### src/rtl/core/scdg_pkg.sv
// Shared types, constants and glyph tables for the scalable digit glyph pixel block.
package scdg_pkg;

    // Field and geometry widths
    localparam int unsigned WID_W   = 8;   // glyph width register
    localparam int unsigned ROW_W   = 9;   // pixel row, also glyph height
    localparam int unsigned COL_W   = 8;   // pixel column
    localparam int unsigned DIGIT_W = 4;

    // Stroke thickness is width / BASE_DIVISOR; a power of two, so a shift
    localparam int unsigned BASE_DIVISOR = 8;
    localparam int unsigned DIV_SHIFT    = $clog2(BASE_DIVISOR);
    localparam int unsigned STROKE_W     = WID_W - DIV_SHIFT;

    // Largest legal glyph width; the 8-bit register cannot exceed it
    localparam int unsigned MAX_WIDTH = 255;

    localparam logic [WID_W-1:0] WIDTH_RESET = WID_W'(32);

    // Digits that have their own band layout
    localparam logic [DIGIT_W-1:0] DIGIT_ZERO  = 4'd0;
    localparam logic [DIGIT_W-1:0] DIGIT_ONE   = 4'd1;
    localparam logic [DIGIT_W-1:0] DIGIT_TWO   = 4'd2;
    localparam logic [DIGIT_W-1:0] DIGIT_THREE = 4'd3;
    localparam logic [DIGIT_W-1:0] DIGIT_FOUR  = 4'd4;
    localparam logic [DIGIT_W-1:0] DIGIT_FIVE  = 4'd5;
    localparam logic [DIGIT_W-1:0] DIGIT_SIX   = 4'd6;
    localparam logic [DIGIT_W-1:0] DIGIT_SEVEN = 4'd7;
    localparam logic [DIGIT_W-1:0] DIGIT_EIGHT = 4'd8;
    localparam logic [DIGIT_W-1:0] DIGIT_NINE  = 4'd9;

    typedef enum logic [1:0] {
        ST_OK      = 2'd0,
        ST_THIN    = 2'd1,
        ST_OUTSIDE = 2'd2
    } t_status;

    typedef struct packed {
        logic [DIGIT_W-1:0] digit;
        logic [ROW_W-1:0]   pixel_row;
        logic [COL_W-1:0]   pixel_col;
    } t_in_beat;

    typedef struct packed {
        logic    pixel_on;
        t_status status;
    } t_out_beat;

    // First stage: item plus per-width geometry
    typedef struct packed {
        logic [DIGIT_W-1:0]  digit;
        logic [ROW_W-1:0]    row;
        logic [COL_W-1:0]    col;
        logic [WID_W-1:0]    wid;
        logic [STROKE_W-1:0] stroke;
        logic [ROW_W-1:0]    height;
        logic [ROW_W-2:0]    hi_four;   // split row offset, digit four
        logic [ROW_W-2:0]    hi_five;   // split row offset, five-band digits
        t_status             status;
    } t_geom;

    // Second stage: band and side-bar hits
    typedef struct packed {
        logic [DIGIT_W-1:0] digit;
        t_status            status;
        logic               left;
        logic               right;
        logic               top;        // row < R
        logic               above_bot;  // row < H - R
        logic               four_up;    // row < hi
        logic               four_bar;   // row < hi + R
        logic               five_up;    // row < R + hi
        logic               five_bar;   // row < 2R + hi
    } t_band;

    // Side bars per five-band digit: bit0 upper-left, bit1 upper-right,
    // bit2 lower-left, bit3 lower-right
    function automatic logic [3:0] zone_sides(input logic [DIGIT_W-1:0] d);
        logic [3:0] s;
        s = 4'h0;
        unique case (d)
            DIGIT_TWO:   s = 4'h6;
            DIGIT_THREE: s = 4'hA;
            DIGIT_FIVE:  s = 4'h9;
            DIGIT_SIX:   s = 4'hD;
            DIGIT_EIGHT: s = 4'hF;
            DIGIT_NINE:  s = 4'hB;
            default:     s = 4'h0;
        endcase
        return s;
    endfunction

endpackage

### src/rtl/core/scdg_geom.sv
// Stage one: stroke thickness, glyph height, split rows and range status.
module scdg_geom (
    input  logic                          i_clk,
    input  logic                          i_en,
    input  scdg_pkg::t_in_beat            i_beat,
    input  logic [scdg_pkg::WID_W-1:0]    i_wid,
    output scdg_pkg::t_geom               o_geom
);

    logic [scdg_pkg::STROKE_W-1:0] stroke;
    logic [scdg_pkg::ROW_W-1:0]    height;
    logic [scdg_pkg::ROW_W-1:0]    three_r;
    logic [scdg_pkg::ROW_W-1:0]    s_four;
    logic [scdg_pkg::ROW_W-1:0]    s_five;
    logic [scdg_pkg::ROW_W-1:0]    hi_four;
    logic [scdg_pkg::ROW_W-1:0]    hi_five;
    scdg_pkg::t_geom               n_geom;
    scdg_pkg::t_geom               r_geom;

    // Thickness and height
    assign stroke  = i_wid[scdg_pkg::WID_W-1:scdg_pkg::DIV_SHIFT];
    assign height  = {i_wid, 1'b0};
    assign three_r = scdg_pkg::ROW_W'({stroke, 1'b0}) + scdg_pkg::ROW_W'(stroke);

    // Split rows: hi = S - S/2, crowded glyph takes S as zero
    assign s_four  = height - scdg_pkg::ROW_W'(stroke);
    assign s_five  = (height >= three_r) ? (height - three_r) : '0;
    assign hi_four = s_four - (s_four >> 1);
    assign hi_five = s_five - (s_five >> 1);

    always_comb begin
        n_geom         = '0;
        n_geom.digit   = i_beat.digit;
        n_geom.row     = i_beat.pixel_row;
        n_geom.col     = i_beat.pixel_col;
        n_geom.wid     = i_wid;
        n_geom.stroke  = stroke;
        n_geom.height  = height;
        n_geom.hi_four = hi_four[scdg_pkg::ROW_W-2:0];
        n_geom.hi_five = hi_five[scdg_pkg::ROW_W-2:0];
        // thin check wins over the range check
        if (stroke == '0) begin
            n_geom.status = scdg_pkg::ST_THIN;
        end else if ((i_beat.pixel_row >= height) || (i_beat.pixel_col >= i_wid)) begin
            n_geom.status = scdg_pkg::ST_OUTSIDE;
        end else begin
            n_geom.status = scdg_pkg::ST_OK;
        end
    end

    always_ff @(posedge i_clk) begin
        if (i_en) begin
            r_geom <= n_geom;
        end
    end

    assign o_geom = r_geom;

endmodule

### src/rtl/core/scdg_band.sv
// Stage two: compares row and column against the bar and band edges.
module scdg_band (
    input  logic              i_clk,
    input  logic              i_en,
    input  scdg_pkg::t_geom   i_geom,
    output scdg_pkg::t_band   o_band
);

    logic [scdg_pkg::ROW_W-1:0] r_ext;
    logic [scdg_pkg::ROW_W-1:0] bot_edge;
    logic [scdg_pkg::ROW_W-1:0] four_edge;
    logic [scdg_pkg::ROW_W-1:0] five_up_edge;
    logic [scdg_pkg::ROW_W-1:0] five_bar_edge;
    logic [scdg_pkg::COL_W-1:0] right_edge;
    scdg_pkg::t_band            n_band;
    scdg_pkg::t_band            r_band;

    // Band edges
    assign r_ext         = scdg_pkg::ROW_W'(i_geom.stroke);
    assign bot_edge      = i_geom.height - r_ext;
    assign four_edge     = scdg_pkg::ROW_W'(i_geom.hi_four) + r_ext;
    assign five_up_edge  = scdg_pkg::ROW_W'(i_geom.hi_five) + r_ext;
    assign five_bar_edge = five_up_edge + r_ext;
    assign right_edge    = i_geom.wid - scdg_pkg::COL_W'(i_geom.stroke);

    always_comb begin
        n_band           = '0;
        n_band.digit     = i_geom.digit;
        n_band.status    = i_geom.status;
        n_band.left      = i_geom.col < scdg_pkg::COL_W'(i_geom.stroke);
        n_band.right     = i_geom.col >= right_edge;
        n_band.top       = i_geom.row < r_ext;
        n_band.above_bot = i_geom.row < bot_edge;
        n_band.four_up   = i_geom.row < scdg_pkg::ROW_W'(i_geom.hi_four);
        n_band.four_bar  = i_geom.row < four_edge;
        n_band.five_up   = i_geom.row < five_up_edge;
        n_band.five_bar  = i_geom.row < five_bar_edge;
    end

    always_ff @(posedge i_clk) begin
        if (i_en) begin
            r_band <= n_band;
        end
    end

    assign o_band = r_band;

endmodule

### src/rtl/core/scdg_pick.sv
// Stage three: per-digit stroke selection into the output register.
module scdg_pick (
    input  logic                 i_clk,
    input  logic                 i_en,
    input  scdg_pkg::t_band      i_band,
    output scdg_pkg::t_out_beat  o_beat
);

    logic [3:0]          sides;
    logic                upper;
    logic                lower;
    logic                hit;
    scdg_pkg::t_out_beat n_beat;
    scdg_pkg::t_out_beat r_beat;

    // Side bars shown in the upper and lower zones of five-band digits
    assign sides = scdg_pkg::zone_sides(i_band.digit);
    assign upper = (sides[0] && i_band.left) || (sides[1] && i_band.right);
    assign lower = (sides[2] && i_band.left) || (sides[3] && i_band.right);

    always_comb begin
        hit = 1'b0;
        unique case (i_band.digit)
            scdg_pkg::DIGIT_ZERO: begin
                hit = (i_band.top || !i_band.above_bot) ? 1'b1
                                                         : (i_band.left || i_band.right);
            end
            scdg_pkg::DIGIT_ONE: begin
                hit = i_band.right;
            end
            scdg_pkg::DIGIT_SEVEN: begin
                hit = i_band.top || i_band.right;
            end
            scdg_pkg::DIGIT_FOUR: begin
                if (i_band.four_up) begin
                    hit = i_band.left || i_band.right;
                end else if (i_band.four_bar) begin
                    hit = 1'b1;
                end else begin
                    hit = i_band.right;
                end
            end
            scdg_pkg::DIGIT_TWO, scdg_pkg::DIGIT_THREE, scdg_pkg::DIGIT_FIVE,
            scdg_pkg::DIGIT_SIX, scdg_pkg::DIGIT_EIGHT, scdg_pkg::DIGIT_NINE: begin
                // bands in order: top, upper, middle, lower, bottom
                if (i_band.top) begin
                    hit = 1'b1;
                end else if (i_band.five_up) begin
                    hit = upper;
                end else if (i_band.five_bar) begin
                    hit = 1'b1;
                end else if (i_band.above_bot) begin
                    hit = lower;
                end else begin
                    hit = 1'b1;
                end
            end
            // digits above nine are blank
            default: begin
                hit = 1'b0;
            end
        endcase
    end

    always_comb begin
        n_beat          = '0;
        n_beat.status   = i_band.status;
        n_beat.pixel_on = (i_band.status == scdg_pkg::ST_OK) && hit;
    end

    always_ff @(posedge i_clk) begin
        if (i_en) begin
            r_beat <= n_beat;
        end
    end

    assign o_beat = r_beat;

endmodule

### src/rtl/core/scalable_digit_glyph_pixel.sv
// Top level of the scalable digit glyph pixel block: handshake, width register, pipeline.
//
// Usage:
//   Input channel (i_valid, i_beat, o_stall) carries one pixel request per beat:
//   digit, pixel_row, pixel_col. Output channel (o_valid, o_beat, i_stall)
//   returns pixel_on and status for each request, in order.
//   The glyph width register is written with i_cfg_we / i_cfg_wdata while the
//   block is idle; the glyph is that many pixels wide and twice as tall.
// Pipeline and throughput:
//   An accepted input beat reaches o_valid through three register stages
//   (geometry, band compares, digit select into the output register).
//   One beat per cycle sustained while the receiver does not stall.
// Reset:
//   i_rst_n (synchronous, active low) empties the pipeline and sets the glyph
//   width to 32.
// Stall:
//   i_stall holds the output beat; earlier stages keep filling until every
//   stage holds a beat, and only then is o_stall raised toward the sender.
module scalable_digit_glyph_pixel (
    input  logic                          i_clk,
    input  logic                          i_rst_n,
    input  logic                          i_cfg_we,
    input  logic [scdg_pkg::WID_W-1:0]    i_cfg_wdata,
    input  logic                          i_valid,
    input  scdg_pkg::t_in_beat            i_beat,
    output logic                          o_stall,
    output logic                          o_valid,
    output scdg_pkg::t_out_beat           o_beat,
    input  logic                          i_stall
);

    logic [scdg_pkg::WID_W-1:0] r_glyph_width;
    logic                       r_v1;
    logic                       r_v2;
    logic                       r_v3;
    logic                       ready1;
    logic                       ready2;
    logic                       ready3;
    scdg_pkg::t_geom            geom;
    scdg_pkg::t_band            band;

    // Glyph width register
    always_ff @(posedge i_clk) begin
        if (!i_rst_n) begin
            r_glyph_width <= scdg_pkg::WIDTH_RESET;
        end else if (i_cfg_we) begin
            r_glyph_width <= i_cfg_wdata;
        end
    end

    // A stage loads when it is empty or its beat moves on
    assign ready3  = !r_v3 || !i_stall;
    assign ready2  = !r_v2 || ready3;
    assign ready1  = !r_v1 || ready2;
    assign o_stall = !ready1;
    assign o_valid = r_v3;

    // Valid bits travel with the stage registers
    always_ff @(posedge i_clk) begin
        if (!i_rst_n) begin
            r_v1 <= 1'b0;
            r_v2 <= 1'b0;
            r_v3 <= 1'b0;
        end else begin
            if (ready1) begin
                r_v1 <= i_valid;
            end
            if (ready2) begin
                r_v2 <= r_v1;
            end
            if (ready3) begin
                r_v3 <= r_v2;
            end
        end
    end

    scdg_geom u_geom (
        .i_clk  (i_clk),
        .i_en   (ready1),
        .i_beat (i_beat),
        .i_wid  (r_glyph_width),
        .o_geom (geom)
    );

    scdg_band u_band (
        .i_clk  (i_clk),
        .i_en   (ready2),
        .i_geom (geom),
        .o_band (band)
    );

    scdg_pick u_pick (
        .i_clk  (i_clk),
        .i_en   (ready3),
        .i_band (band),
        .o_beat (o_beat)
    );

`ifndef NO_ASSERTIONS
    // Upstream sees stall only with every stage occupied
    a_stall_full: assert property (@(posedge i_clk) disable iff (!i_rst_n)
        o_stall |-> (r_v1 && r_v2 && r_v3))
        else $error("input stalled with a free pipeline stage");

    // A beat never waits in front of an empty stage
    a_no_bubble: assert property (@(posedge i_clk) disable iff (!i_rst_n)
        (r_v1 && !r_v2) |=> r_v2)
        else $error("stage one beat did not advance into empty stage two");

    // Output valid drops only after the last beat was taken
    a_drop_taken: assert property (@(posedge i_clk) disable iff (!i_rst_n)
        $fell(o_valid) |-> $past(!i_stall))
        else $error("output beat dropped while stalled");

    // Error status always comes with background
    a_err_blank: assert property (@(posedge i_clk) disable iff (!i_rst_n)
        (o_valid && (o_beat.status != scdg_pkg::ST_OK)) |-> !o_beat.pixel_on)
        else $error("foreground pixel reported with error status");
`endif

endmodule

### config.mk
export PLATFORM = sky130hd
export DESIGN_NAME = scalable_digit_glyph_pixel
export DESIGN_NICKNAME = d
export VERILOG_FILES = /design/src/rtl/core/scdg_pkg.sv /design/src/rtl/core/scdg_geom.sv /design/src/rtl/core/scdg_band.sv /design/src/rtl/core/scdg_pick.sv /design/src/rtl/core/scalable_digit_glyph_pixel.sv
export SDC_FILE = /design/constraint.sdc
export NUM_CORES = 1
export LEC_CHECK = 0
export ABC_AREA = 1
export BUFFER_PORTS_ARGS = -buffer_cell sky130_fd_sc_hd__buf_2
export CORE_UTILIZATION = 38
export DETAILED_ROUTE_END_ITERATION = 6
export PLACE_DENSITY = 0.54
export SLEW_MARGIN = 10
export SYNTH_ARGS = -nofsm -noshare
export SYNTH_HDL_FRONTEND = slang
export SYNTH_SLANG_ARGS = --single-unit
export TNS_END_PERCENT = 10
### constraint.sdc
create_clock -name i_clk -period 3.8 [get_ports i_clk]
set_clock_uncertainty 0.1 [all_clocks]
set_input_delay 0.57 -clock i_clk [delete_from_list [all_inputs] [get_ports i_clk]]
set_output_delay 0.57 -clock i_clk [all_outputs]
set_load 0.01 [all_outputs]
=== After elaboration in Yosys (flattened, before gate mapping) ===
Cells that the tools add are included.

* Multiply operators: 0
* Equality and inequality tests: 9
* Reductions and logical operators: 24
* Add/subtract/negate cells: 10
* Divide/modulo/power cells: 0
* Shift-type cells: 0
* $lt $le $gt $ge: 11
* Mux-type cells: 11
* Bitwise logic cells: 0

{| class="wikitable"
|+ Operator list
! cell !! count
|-
| $lt A9 B9 Y1 || 4
|-
| $pmux W4 S6 || 1
|-
| $add A8 B5 Y9 || 2
|-
| $ge A9 B9 Y1 || 2
|-
| $sub A9 B5 Y9 || 2
|-
| $eq A4 B3 Y1 const B || 4
|-
| $ge A8 B8 Y1 || 2
|-
| $sub A8 B8 Y8 || 2
|-
| $add A9 B5 Y9 || 1
|-
| $logic_or A1 B1 Y1 || 9
|-
| $lt A9 B5 Y1 || 1
|-
| $lt A9 B8 Y1 || 1
|-
| $mux W9 || 1
|-
| $sub A9 B9 Y9 || 1
|-
| $eq A4 B2 Y1 const B || 2
|-
| $eq A4 B4 Y1 const B || 2
|-
| $lt A8 B5 Y1 || 1
|-
| $sub A8 B5 Y8 || 1
|-
| $add A6 B5 Y7 || 1
|-
| $mux W1 || 7
|-
| $logic_not A1 Y1 || 6
|-
| $reduce_or A6 Y1 || 1
|-
| $logic_and A1 B1 Y1 || 5
|-
| $logic_not A5 Y1 || 1
|-
| other kinds (5) || 5
|}

* Register bits: 80
* Word-level logic and storage cells: 89
* Bits in latches: 0
* Memories kept: 0
* Bits in read-only memories: 0
* Input port bits: 34
* RAM bits: 0

=== Depth between registers and ports, before layout ===
Gate-level depths: netlist (run 1).

* Word-level depth: 10
* Depth in mapped cells: 23

=== By module ===
From an unflattened synthesis (run 1), not the netlist that was laid out.

* Cell total of the unflattened synthesis: 840
* Area, all modules: 7124.3 um2

{| class="wikitable"
|+ Modules (own cells, without submodules)
! module !! cells an instance !! instances !! area each (um2)
|-
| scdg_geom || 361 || 1 || 3490.8
|-
| scdg_band || 381 || 1 || 2946.6
|-
| scalable_digit_glyph_pixel || 47 || 1 || 372.9
|-
| scdg_pick || 51 || 1 || 314.1
|}

=== Worst setup path after synthesis (run 1) ===
No wires, ideal clock.

* Kind: reg2reg
* Start: register r_glyph_width[4] (netlist bit)
* End: register u_geom.r_geom, in the netlist u_geom.o_geom[8] (data pin)
* Cell stages (with the launch flop): 21
* Slack: -0.069 ns
* Buffers on the path: 0
* Arrival: 3.509 ns
* Library setup time: 0.260 ns
* Cells stage by stage: dfxtp_1 > inv_1 > fa_1 > o21ai_0 > xor2_1 > ha_1 > nand2_1 > nor2_1 > nand3_1 > nand2_2 > nor2_8 > nor2_1 > ha_1 > inv_1 > fa_1 > nand3_1 > nand2_1 > a21oi_1 > nor2_1 > nor2_1 > xor2_1

* Word-level cells in the longest chain between the ends: 4
* Elaborated cells between the ends (all ways): 5
* Classes of those cells: 3 x add/sub; 1 x order compare; 1 x mux

{| class="wikitable"
|+ RTL lines
! item !! line !! text
|-
| from (decl) || scalable_digit_glyph_pixel.sv:32 || <nowiki>logic [scdg_pkg::WID_W-1:0] r_glyph_width;</nowiki>
|-
| from (signal assigned) || scalable_digit_glyph_pixel.sv:45 || <nowiki>r_glyph_width <= scdg_pkg::WIDTH_RESET;</nowiki>
|-
| from (signal assigned) || scalable_digit_glyph_pixel.sv:47 || <nowiki>r_glyph_width <= i_cfg_wdata;</nowiki>
|-
| $add A6 B5 Y7 || scdg_geom.sv:23 || <nowiki>assign three_r = scdg_pkg::ROW_W'({stroke, 1'b0}) + scdg_pkg::ROW_W'(stroke);</nowiki>
|-
| $sub A9 B9 Y9 / $ge A9 B9 Y1 (equally long branches) || scdg_geom.sv:27 || <nowiki>assign s_five = (height >= three_r) ? (height - three_r) : '0;</nowiki>
|-
| $mux W9 (*) || scdg_geom.sv:27 ||
|-
| $sub A8 B8 Y8 (*) || scdg_geom.sv:29 || <nowiki>assign hi_five = s_five - (s_five >> 1);</nowiki>
|-
| named net u_geom.hi_five (one bit) || scdg_geom.sv:16 || <nowiki>logic [scdg_pkg::ROW_W-1:0] hi_five;</nowiki>
|-
| to (signal assigned) || scdg_geom.sv:53 || <nowiki>r_geom <= n_geom;</nowiki>
|-
| to (decl) || scdg_geom.sv:18 || <nowiki>scdg_pkg::t_geom r_geom;</nowiki>
|}

Mark *: on every way through the listed nets, which the timed path passes. The rest lies on a longest branch.
A chain may end at the register's enable or synchronous reset.

=== Final worst setup path (run 1) ===
Ends and elaborated chain as after synthesis.

==> results of run 1 <==
[where the power goes]
| part | internal, W | leakage (nW) | switching, W |
|---|---|---|---|
| logic | 0.00115 | 2.92 | 0.00151 |
| clock network | 0.000502 | 0.134 | 0.000328 |
| registers | 0.00111 | 0.784 | 0.000118 |
| total | 0.00277 | 3.84 | 0.00196 |
[cell usage after synthesis, drive strengths merged]
master / instances / area share
o21ai: 31 / 0.023
nor4: 4 / 0.0037
a31oi: 4 / 0.0037
nor3: 9 / 0.0073
clkbuf: 1 / 0.00055
edfxtp: 64 / 0.28
a221oi: 1 / 0.0013
o2111a: 1 / 0.0017
inv: 115 / 0.063
xnor2: 11 / 0.015
o221ai: 1 / 0.0013
a21boi: 2 / 0.0022
o31ai: 5 / 0.0055
xor2: 34 / 0.044
o21a: 3 / 0.0033
a21o: 4 / 0.0044
dfxtp: 11 / 0.032
fa: 10 / 0.029
and2: 1 / 0.00092
ha: 129 / 0.24
nand2: 147 / 0.084
or2: 6 / 0.0055
nand3b: 3 / 0.0033
a211oi: 4 / 0.0044
nand4: 12 / 0.011
o21bai: 2 / 0.0022
nor2: 47 / 0.029
nand3: 44 / 0.034
o2111ai: 1 / 0.0013
o311ai: 1 / 0.0013
a21oi: 83 / 0.061
o211ai: 1 / 0.0011
or4: 1 / 0.0011
[timing repair]
| item | in CTS | in global routing |
|---|---|---|
| pin swaps | 0 | 16 |
| hold buffers | 0 | 0 |
| setup endpoints to repair | 3 | 5 |
| resized for setup | 2 | 45 |
| setup buffers | 0 | 4 |
[layout make-up]
class,instances,area (um2)
clock buffer,10,229.0
clock inverter,5,55.05
fill,1737,9408
inverter,115,434.2
multi-input combinational,602,4447
sequential,75,2147
tap,225,281.5
timing repair buffer,68,415.4
[worst min path at each step]
stage                           startpoint                           to  slack [ns]  cells after the start
2_1_floorplan  u_geom.o_geom[57]$_DFFE_PN_  u_band.o_band[10]$_DFFE_PP_        0.30                      0
3_3_place_gp   u_geom.o_geom[60]$_DFFE_PN_  u_band.o_band[13]$_DFFE_PP_        0.30                      0
3_5_place_dp   u_geom.o_geom[60]$_DFFE_PN_  u_band.o_band[13]$_DFFE_PP_        0.31                      0
4_1_cts                         i_beat[20]  u_geom.o_geom[60]$_DFFE_PN_        0.31                      1
5_1_grt                         i_beat[20]  u_geom.o_geom[60]$_DFFE_PN_        0.31                      1
6_report                        i_beat[20]  u_geom.o_geom[60]$_DFFE_PN_        0.31                      1
[worst register-to-register path, delay by kind of cell (launching register included)]
kind                       cells  cell delay [ns]
and+or+nand+nor                9             0.90
xor gates and xnor gates       2             0.23
AOI/OAI and AO/OA              3             0.32
DFF                            1             0.37
adders and majority gates      5             1.31
buffers and inverters          3             0.15
[metrics by stage]
step             util  worst slack, ns  hold slack (ns)
2_1_floorplan       -          0.06621           0.3003
4_1_cts        0.4460         0.009321           0.3082
6_report       0.4598           0.1557           0.3109
5_1_grt        0.4598         -0.07374           0.3078
3_5_place_dp   0.4296         -0.09877           0.3057
3_3_place_gp   0.4296          0.05307           0.3010
[per-layer routing]
metal	vias up	GRT usage	wire, um
li1	2886	-	-
met1	2465	0.2428	7776
met2	91	0.3217	7540
met3	18	0.02349	628
met4	0	0.05309	235
met5	-	0	0
[sequential cells by signal, summed over array words and instances, names as in the netlist]
signal         count
u_geom.o_geom     47
o_valid            1
r_glyph_width      8
u_band.o_band     14
r_v1               1
u_pick.o_beat      3
r_v2               1
[logic make-up (layout without fill, tap and decap cells)]
group | count (synthesis) | after routing
AND/OR/NAND/NOR | 274 | 274
AO/OA/AOI/OAI | 144 | 144
adder cells (fa/ha/maj) | 139 | 139
buffers and inverters | 116 | 198
flip-flops | 75 | 75
XOR/XNOR | 45 | 45
==> results by group, run 1 <==
Outcome
  – Outcome: complete, no violations

Run
  – Maxcap violations: 0

Floorplanning
  – Initial Util: 0.3914
  – Die ar.: around 18,000 um2
  – Die H: around 140 um
  – Top-Level Pins: 39
  – Core area: 17,420 um2
  – Chip Width: ~140 um
  – Row cnt: 48

STA
  – Final hold violation count: 0
  – Setup TNS: 0 ns
  – Final worst path period share: 0.9590
  – Fmax: 0.2744 GHz
  – Post-route minimum period: between 3 and 4 ns
  – Slew Limit Fails: 0
  – Worst slew margin: 0.5580
  – Worst slew pin tran: roughly 0.66 ns
  – Final setup fails: 0
  – RSZ-0062 raised after global routing: yes

Clock network
  – TritonCTS Sinks: between 70 and 80
  – CTS H-tree depth: 3
  – Clock Path Buffers: 2
  – Root Driver: clkbuf_16
  – Clock transition at path regs: around 0.060 ns
  – CTS buffer count: 9
  – CTS tree: done
  – Worst-skew pair later-pin latency: 0.34 ns

Yosys
  – Post-synthesis mux area share: 0
  – Synth Area in Simple Gates: 0.1795
  – Seq/Total Area, Yosys: 0.3142
  – Main combinational cell family by area after synthesis: adder cells
  – Post-Synth Adder-Cell Area: 0.2662
  – Post-synthesis xor/xnor area fraction: 0.05892
  – Post-Syn Area per Cell: 8.596 um2
  – Post-Syn Instances: 793
  – Mapped cell area: approximately 6800 um2
  – Distinct cells, synth: 44
  – Flops & latches, synth: between 70 and 80
  – Yosys warns: 0
  – Complex-gate fraction of the synthesized area: 0.1173
  – Syn_nets: about 970

Hold path
  – Worst min path class: primary input to flip-flop

Setup path
  – Crit path cell chain: ha_4, inv_1, fa_2, o21ai_2, xor2_1, ha_1, nand2_2, a21oi_2, nor2_2, nand2_4, nor2_8, inv_4, nand2_2, ha_4, inv_2, fa_2, nand3_2, nand2_2, a21oi_2, nor2_1, nor2_1, xor2_1
  – Crit path buf inv count: 3
  – R2r setup slk: 0.16 ns
  – R2R cell count: 22
  – CP max-delay cell: fa_2
  – CP Max Fanout: 6
  – Type of the worst setup path: flip-flop to flip-flop
  – Worst Setup End Kind: flip-flop
  – RR Endpoint: u_geom.o_geom[8]$_DFFE_PN_
  – CP delay by family, top: adder cells
  – R2r startpoint: r_glyph_width[4]$_SDFFE_PN0P_
  – Worst EP arrival: between 3 and 4 ns
  – Crit path depth: 22
  – Largest stage delay, worst path: 0.41 ns
  – Beginning of the critical path: r_glyph_width[4]$_SDFFE_PN0P_
  – CP startpoint kind: flip-flop
  – Setup crit end: u_geom.o_geom[8]$_DFFE_PN_
  – Req. time, crit path: between 3 and 4 ns
  – Most Frequent Cell on Critical Path: nand2_2

Final layout
  – Antenna cells: 0
  – Area Overhead vs Synth: 17.49%
  – Final instance area: around 8000 um2
  – Final net count: about 1,000
  – Final cell count without fillers: between 1,000 and 1,500
  – Commonest non-fill, non-tap cell in the layout: nand2_1
  – Most frequent cells in the layout: nand2_1, ha_1, inv_1
  – Layout cells sized above 1: 0.1623

Power
  – Cell Pwr Density: between 500 and 600 nW/um2
  – Total power after layout: 0.004724 W
  – Pleak: 3.843 nW
  – Peak VDD IR: 0.2923 mV

Route
  – DR vias: about 5,500
  – DRC Markers: 0
  – Wire length per cell: 14.71 um
  – Initial DRT Pass Iterations: 4
  – Via/cell ratio: between 4 and 5
  – Final WL: 16.18 mm
  – ANT nets after route: 0
  – Initial DRC count: about 260

Global route
  – Grt total ovfl: 0
  – GRT Overall Usage: 0.1864
  – Vias in the first global route: about 5,400
  – Largest net degree at the start of global routing: 31
  – First-pass GRT wire length: ~26 mm
  – Antenna violations before repair: 0

Place
  – Placed insts: 1,081
  – GP Congestion: between 0.8 and 0.9
  – HPWL Detailed: 13.04 mm
  – Placement Cell Area: 7482 um2
  – Port Buffers: 38
Note: power is estimated with default switching activity, not from simulation.
==> inputs of run 2 (changes only) <==
==> constraint.sdc (replaced) <==
create_clock -name i_clk -period 3.8 [get_ports i_clk]
set_clock_uncertainty 0.1 [all_clocks]
set_input_delay 0.19 -clock i_clk [delete_from_list [all_inputs] [get_ports i_clk]]
set_output_delay 0.19 -clock i_clk [all_outputs]
set_load 0.01 [all_outputs]
==> run 2 against run 1 <==
  * Register-to-register slack better by 0.06 ns
  * First-iteration DRC count is 7.7% lower
  * Worst setup slack improved by 0.058 ns
  * Maximum frequency up 1.6%
  * Die area stayed put
  * Critical path depth stayed put
  * Non-clock buffer count up 21
  * Count of clock-buffer cells in the layout grew 4
  * Sequential cell count stayed put
  * Final cell count up 2.0%
  * Largest power group unchanged
==> results by group, run 2 (synthesized netlist as in run 1, its figures left out) <==
Outcome
  – Outcome: complete, no violations

Setup path
  – Crit path cell chain: ha_2, inv_1, fa_2, o21ai_2, xor2_1, ha_1, nand2_2, a21oi_1, nor2_2, nand2_4, nor2_8, inv_4, nand2_1, ha_1, inv_1, fa_2, nand3_1, nand2_2, a21oi_2, nor2_1, nor2_1, xor2_1
  – Req. time, crit path: around 3.8 ns
  – CP delay by family, top: adder cells
  – Worst EP arrival: around 3.6 ns
  – Crit path buf inv count: 3
  – CP Max Fanout: 6
  – Largest stage delay, worst path: ~0.38 ns
  – Worst Setup End Kind: flip-flop
  – CP startpoint kind: flip-flop
  – Type of the worst setup path: flip-flop to flip-flop
  – CP max-delay cell: fa_2
  – R2r setup slk: roughly 0.21 ns

Power
  – Total power after layout: roughly 0.0046 W
  – Clk pwr share: 0.174
  – Combinational power share: 0.560
  – Pleak: just under 4 nW
  – Peak VDD IR: roughly 0.23 mV
  – Cell Pwr Density: between 500 and 600 nW/um2
  – Int Pwr: 0.002718 W
  – Switch share: 0.4147
  – Net switching power: roughly 0.0019 W
  – Flop pwr share: 0.266

Global route
  – Vias in the first global route: ~5,500
  – Antenna violations before repair: 0
  – First-pass GRT wire length: ~27 mm
  – GRT Overall Usage: 0.1894
  – Grt total ovfl: 0
  – Largest net degree at the start of global routing: 38

Route
  – DR top layer: met4
  – DRC Markers: 0
  – Met3 Wirelength: ~380 um
  – Via/cell ratio: 4.922
  – Initial DRT Pass Iterations: 5
  – Met2 routed wirelength: about 7.4 mm
  – Final WL: ~16 mm
  – WL met1: between 8 and 9 mm
  – Initial DRC count: 239
  – Wire length per cell: around 15 um
  – DR vias: 5,523
  – ANT nets after route: 0

Floorplanning
  – Core area: 17,420 um2
  – Die ar.: 18,480 um2
  – Chip Width: approximately 140 um
  – Top-Level Pins: 39
  – Die H: ~140 um
  – Initial Util: 0.3914
  – Row cnt: 48

Final layout
  – Layout cells sized above 1: 0.1438
  – Most frequent cells in the layout: nand2_1, ha_1, inv_1
  – Antenna cells: 0
  – Filler instances: 1,749
  – Area Overhead vs Synth: 19.35%
  – Commonest non-fill, non-tap cell in the layout: nand2_1
  – Max reg flops: between 40 and 50
  – Final net count: roughly 1,100

Clock network
  – Clock Path Buffers: 2
  – Root Driver: clkbuf_16
  – Worst-skew pair later-pin latency: between 0.3 and 0.4 ns
  – Postcts setup bufs: 0
  – CTS buffer count: 9
  – TritonCTS Sinks: between 70 and 80
  – CTS H-tree depth: 3
  – CTS tree: done
  – Clock transition at path regs: 0.06 ns

STA
  – Final hold violation count: 0
  – Fmax: 0.2788 GHz
  – Worst setup margin: around 0.21 ns
  – Final setup fails: 0
  – Setup TNS: 0 ns
  – Worst slew pin tran: roughly 0.62 ns
  – Worst slew margin: 0.5834
  – Final worst path period share: 0.9438
  – RSZ-0062 raised after global routing: yes
  – Post-route minimum period: ~3.6 ns
  – Slew Limit Fails: 0

Place
  – Port Buffers: 38
  – HPWL Detailed: between 10 and 15 mm
  – Pre-CTS WS: -0.04203 ns
  – GP Congestion: roughly 0.87

Hold path
  – Worst min path class: primary input to flip-flop

Run
  – Maxcap violations: 0
-- run 2: final cells by class --
class	instances	area [um2]	share of cell area
flip-flops and latches	75	2147	0.2639
clock buffers	14	264.0	0.03245
multi-input cells	602	4359	0.5358
well taps	225	281.5	0.03460
inverters	115	436.7	0.05368
repair buffers	89	635.6	0.07813
clock inverters	2	11.26	0.001384
-- run 2: power by group through the flow --
| stage | combinational (W) | sequential [W] | clock [W] |
|---|---|---|---|
| floorplan | 0.00192 | 0.00122 | 0 |
| global placement | 0.00245 | 0.00125 | 0 |
| detailed placement | 0.00247 | 0.00126 | 0 |
| CTS | 0.00250 | 0.00124 | 0.000823 |
| global route | 0.00302 | 0.00126 | 0.000849 |
| finish | 0.00260 | 0.00124 | 0.000806 |
-- run 2: path summary, 6_finish.rpt --
check             cells past startpoint                           from                            end
setup reg to reg                     22  r_glyph_width[4]$_SDFFE_PN0P_     u_geom.o_geom[8]$_DFFE_PN_
hold / removal                        3                 i_cfg_wdata[2]  r_glyph_width[2]$_SDFFE_PN0P_
setup / recovery                     22  r_glyph_width[4]$_SDFFE_PN0P_     u_geom.o_geom[8]$_DFFE_PN_
hold reg to reg                       0    u_geom.o_geom[57]$_DFFE_PN_    u_band.o_band[10]$_DFFE_PP_
-- run 2: repair_timing --
action	CTS	global route
pin swaps	0	13
hold buffers	25	0
endpoints found under the hold margin	23	0
resized for setup	1	34
setup endpoints to repair	3	7
-- run 2: through the flow --
stage,util,hold slack (ns),cell area [um2],instances
2_1_floorplan,-,0.1889,6819,793
3_3_place_gp,0.4296,0.2820,7482,1081
3_5_place_dp,0.4296,0.2741,7482,1081
6_report,0.4671,0.02273,8135,1122
4_1_cts,0.4599,0.01851,8010,1122
5_1_grt,0.4671,0.03782,8135,1122
-- run 2: worst register-to-register path, delay by kind of cell (launching register included) --
| family | cells | cell delay (ns) |
|---|---|---|
| compound gates | 3 | 0.31 |
| xor+xnor | 2 | 0.24 |
| fa+ha+maj | 5 | 1.31 |
| buf+inv | 3 | 0.18 |
| flops | 1 | 0.37 |
| simple gates | 9 | 0.85 |
-- run 2: routing by layer --
metal,track usage,vias to the layer above
li1,-,2925
met1,0.2520,2499
met2,0.3121,73
met3,0.02685,26
met4,0.06667,0
met5,0,-
==> inputs of run 3 (changes only) <==
--- a/config.mk
+++ b/config.mk
@@ -7,6 +7,7 @@
 export LEC_CHECK = 0
 export ABC_AREA = 1
 export BUFFER_PORTS_ARGS = -buffer_cell sky130_fd_sc_hd__buf_2
+export CORE_MARGIN = 8
 export CORE_UTILIZATION = 38
 export DETAILED_ROUTE_END_ITERATION = 6
 export PLACE_DENSITY = 0.54
==> run 3 against run 2 <==
  * Register-to-register slack worse by 0.05 ns
  * Maximum frequency decreased by 1.4%
  * Via count rose by 0.94%
  * Clock power is 3.6% lower
  * Core utilization grew 0.053 points
  * Non-clock buffer count is 13 higher
  * Routed wire length grew 2.0%
  * Sequential share of layout area is 0.55 points lower
  * Final cell count increased by 1.5%
  * Worst hold slack better by 0.0079 ns
  * Sequential cell count stayed put
  * Sequential power barely moved
  * Critical path type unchanged
==> results by group, run 3 (synthesized netlist as in run 1, its figures left out) <==
Outcome
  – Outcome: complete, no violations

Clock network
  – Worst-skew pair later-pin latency: approximately 0.35 ns
  – CTS tree: done
  – CTS H-tree depth: 3
  – Clock Path Buffers: 2
  – Root Driver: clkbuf_16
  – Clock transition at path regs: approximately 0.06 ns
  – CTS buffer count: 9
  – TritonCTS Sinks: 75

STA
  – Final hold violation count: 0
  – RSZ-0062 raised after global routing: yes
  – Setup TNS: 0 ns
  – Fmax: ~0.27 GHz
  – Final setup fails: 0
  – Final worst path period share: 0.9571
  – Worst setup margin: between 0.15 and 0.2 ns
  – Post-route minimum period: 3.637 ns
  – Worst slew margin: 0.3098
  – Worst slew pin tran: around 1.0 ns
  – Slew Limit Fails: 0

Final layout
  – Antenna cells: 0
  – Commonest non-fill, non-tap cell in the layout: nand2_1
  – Max reg flops: 47
  – Filler instances: about 1,800
  – Area Overhead vs Synth: 21.97%
  – Register area: 2148 um2
  – Final net count: ~1,100
  – Area of the multi-input gates: between 4000 and 5000 um2
  – Most frequent cells in the layout: nand2_1, ha_1, inv_1
  – Layout cells sized above 1: 0.1747
  – Post-layout util: 0.4676

Floorplanning
  – Initial Util: 0.3834
  – Core area: roughly 18,000 um2
  – Row cnt: about 50
  – Top-Level Pins: 39
  – Die H: about 150 um
  – Die ar.: about 22,000 um2
  – Chip Width: ~150 um

Place
  – HPWL Detailed: approximately 13 mm
  – Port Buffers: 38
  – GP Congestion: approximately 0.87
  – Pre-CTS WS: -0.03060 ns

Global route
  – GRT Overall Usage: 0.1541
  – Grt total ovfl: 0
  – First-pass GRT wire length: 27.21 mm
  – Vias in the first global route: between 5,000 and 6,000
  – Antenna violations before repair: 0
  – Largest net degree at the start of global routing: 48

Setup path
  – Type of the worst setup path: flip-flop to flip-flop
  – RR Endpoint: u_geom.o_geom[7]$_DFFE_PN_
  – Worst EP arrival: 3.63 ns
  – Req. time, crit path: ~3.8 ns
  – R2r startpoint: r_glyph_width[4]$_SDFFE_PN0P_
  – R2R cell count: 21
  – R2r setup slk: between 0.15 and 0.2 ns
  – CP Max Fanout: 6
  – CP startpoint kind: flip-flop
  – Worst Setup End Kind: flip-flop

Power
  – Peak VDD IR: between 0.4 and 0.5 mV
  – Total power after layout: ~0.0047 W
  – Pleak: ~4 nW
  – Cell Pwr Density: approximately 570 nW/um2

Route
  – Initial DRC count: 201
  – Wire length per cell: 14.66 um
  – DR vias: about 5,600
  – Final WL: approximately 17 mm
  – Via/cell ratio: 4.895
  – DRC Markers: 0
  – ANT nets after route: 0
  – Initial DRT Pass Iterations: 4

Hold path
  – WHS Path Cells: 3
  – Worst min path class: primary input to flip-flop
  – Worst Hold End: r_glyph_width[7]$_SDFFE_PN0P_
  – Hold path startpoint: i_cfg_wdata[7]

Run
  – Maxcap violations: 0
==> run 3: changes by cell type in the layout (fill, tap and decap cells not counted), sizes merged <==
cell | previous run | this run
inv | 116 | 115
clkinv | 1 | 6
clkbuf | 14 | 9
buf | 64 | 77
clkinvlp | 0 | 1
==> run 3: repair_timing <==
action,in CTS,in global routing
hold buffers,25,0
setup buffers,0,9
pin swaps,0,27
gates resized for setup,1,54
hold endpoints to repair,23,0
endpoints found under the setup margin,3,7
==> run 3: area by class of cell <==
class	count	area share
Timing Repair Buffer	102	0.08819
Multi-Input combinational cell	602	0.5338
Clock buffer	9	0.02709
Inverter	115	0.05282
Clock inverter	7	0.005267
Tap cell	229	0.03446
Sequential cell	75	0.2584
==> run 3: power by group <==
group | total [W] | internal [W] | switching [W]
logic | 0.00271 | 0.00118 | 0.00153
registers | 0.00125 | 0.00111 | 0.000132
clock network | 0.000777 | 0.000439 | 0.000338
==> run 3: worst max-delay path by stage <==
stage,start,end
after detailed placement,r_glyph_width[4]$_SDFFE_PN0P_,u_geom.o_geom[7]$_DFFE_PN_
final,r_glyph_width[4]$_SDFFE_PN0P_,u_geom.o_geom[7]$_DFFE_PN_
after CTS,r_glyph_width[4]$_SDFFE_PN0P_,u_geom.o_geom[7]$_DFFE_PN_
after global placement,r_glyph_width[4]$_SDFFE_PN0P_,u_geom.o_geom[8]$_DFFE_PN_
after global routing,r_glyph_width[4]$_SDFFE_PN0P_,u_geom.o_geom[8]$_DFFE_PN_
after floorplan,r_glyph_width[4]$_SDFFE_PN0P_,u_geom.o_geom[8]$_DFFE_PN_
==> run 3: worst max-delay path: stages, from the launching register on <==
cell	delay, ns
dfxtp_4	0.38
ha_4	0.14
inv_2	0.04
fa_2	0.36
o21ai_2	0.13
xor2_1	0.17
ha_1	0.29
nand2_2	0.09
a21oi_2	0.04
nor2_2	0.18
nand2_4	0.09
nor2_8	0.15
clkinv_4	0.10
nand3_2	0.11
inv_1	0.06
ha_2	0.30
a21oi_2	0.18
nand2_2	0.11
a21oi_1	0.13
nor2_1	0.05
nor2_1	0.12
xor2_1	0.08
==> run 3: layer usage <==
metal  global-route usage  up-vias  wire (um)
li1                     -     2961          -
met1               0.1868     2517       7559
met2               0.2655       74       8180
met3              0.02691       23        574
met4              0.06197        0        381
met5                    0        -          0
==> run 3: through the flow <==
stage / instances / area, um2 / hold slack [ns]
floorplan: 793 / 6819 / 0.1889
global placement: 1089 / 7517 / 0.2715
detailed placement: 1089 / 7517 / 0.2701
CTS: 1130 / 8039 / 0.01788
finish: 1139 / 8314 / 0.03063
global route: 1139 / 8314 / 0.04189
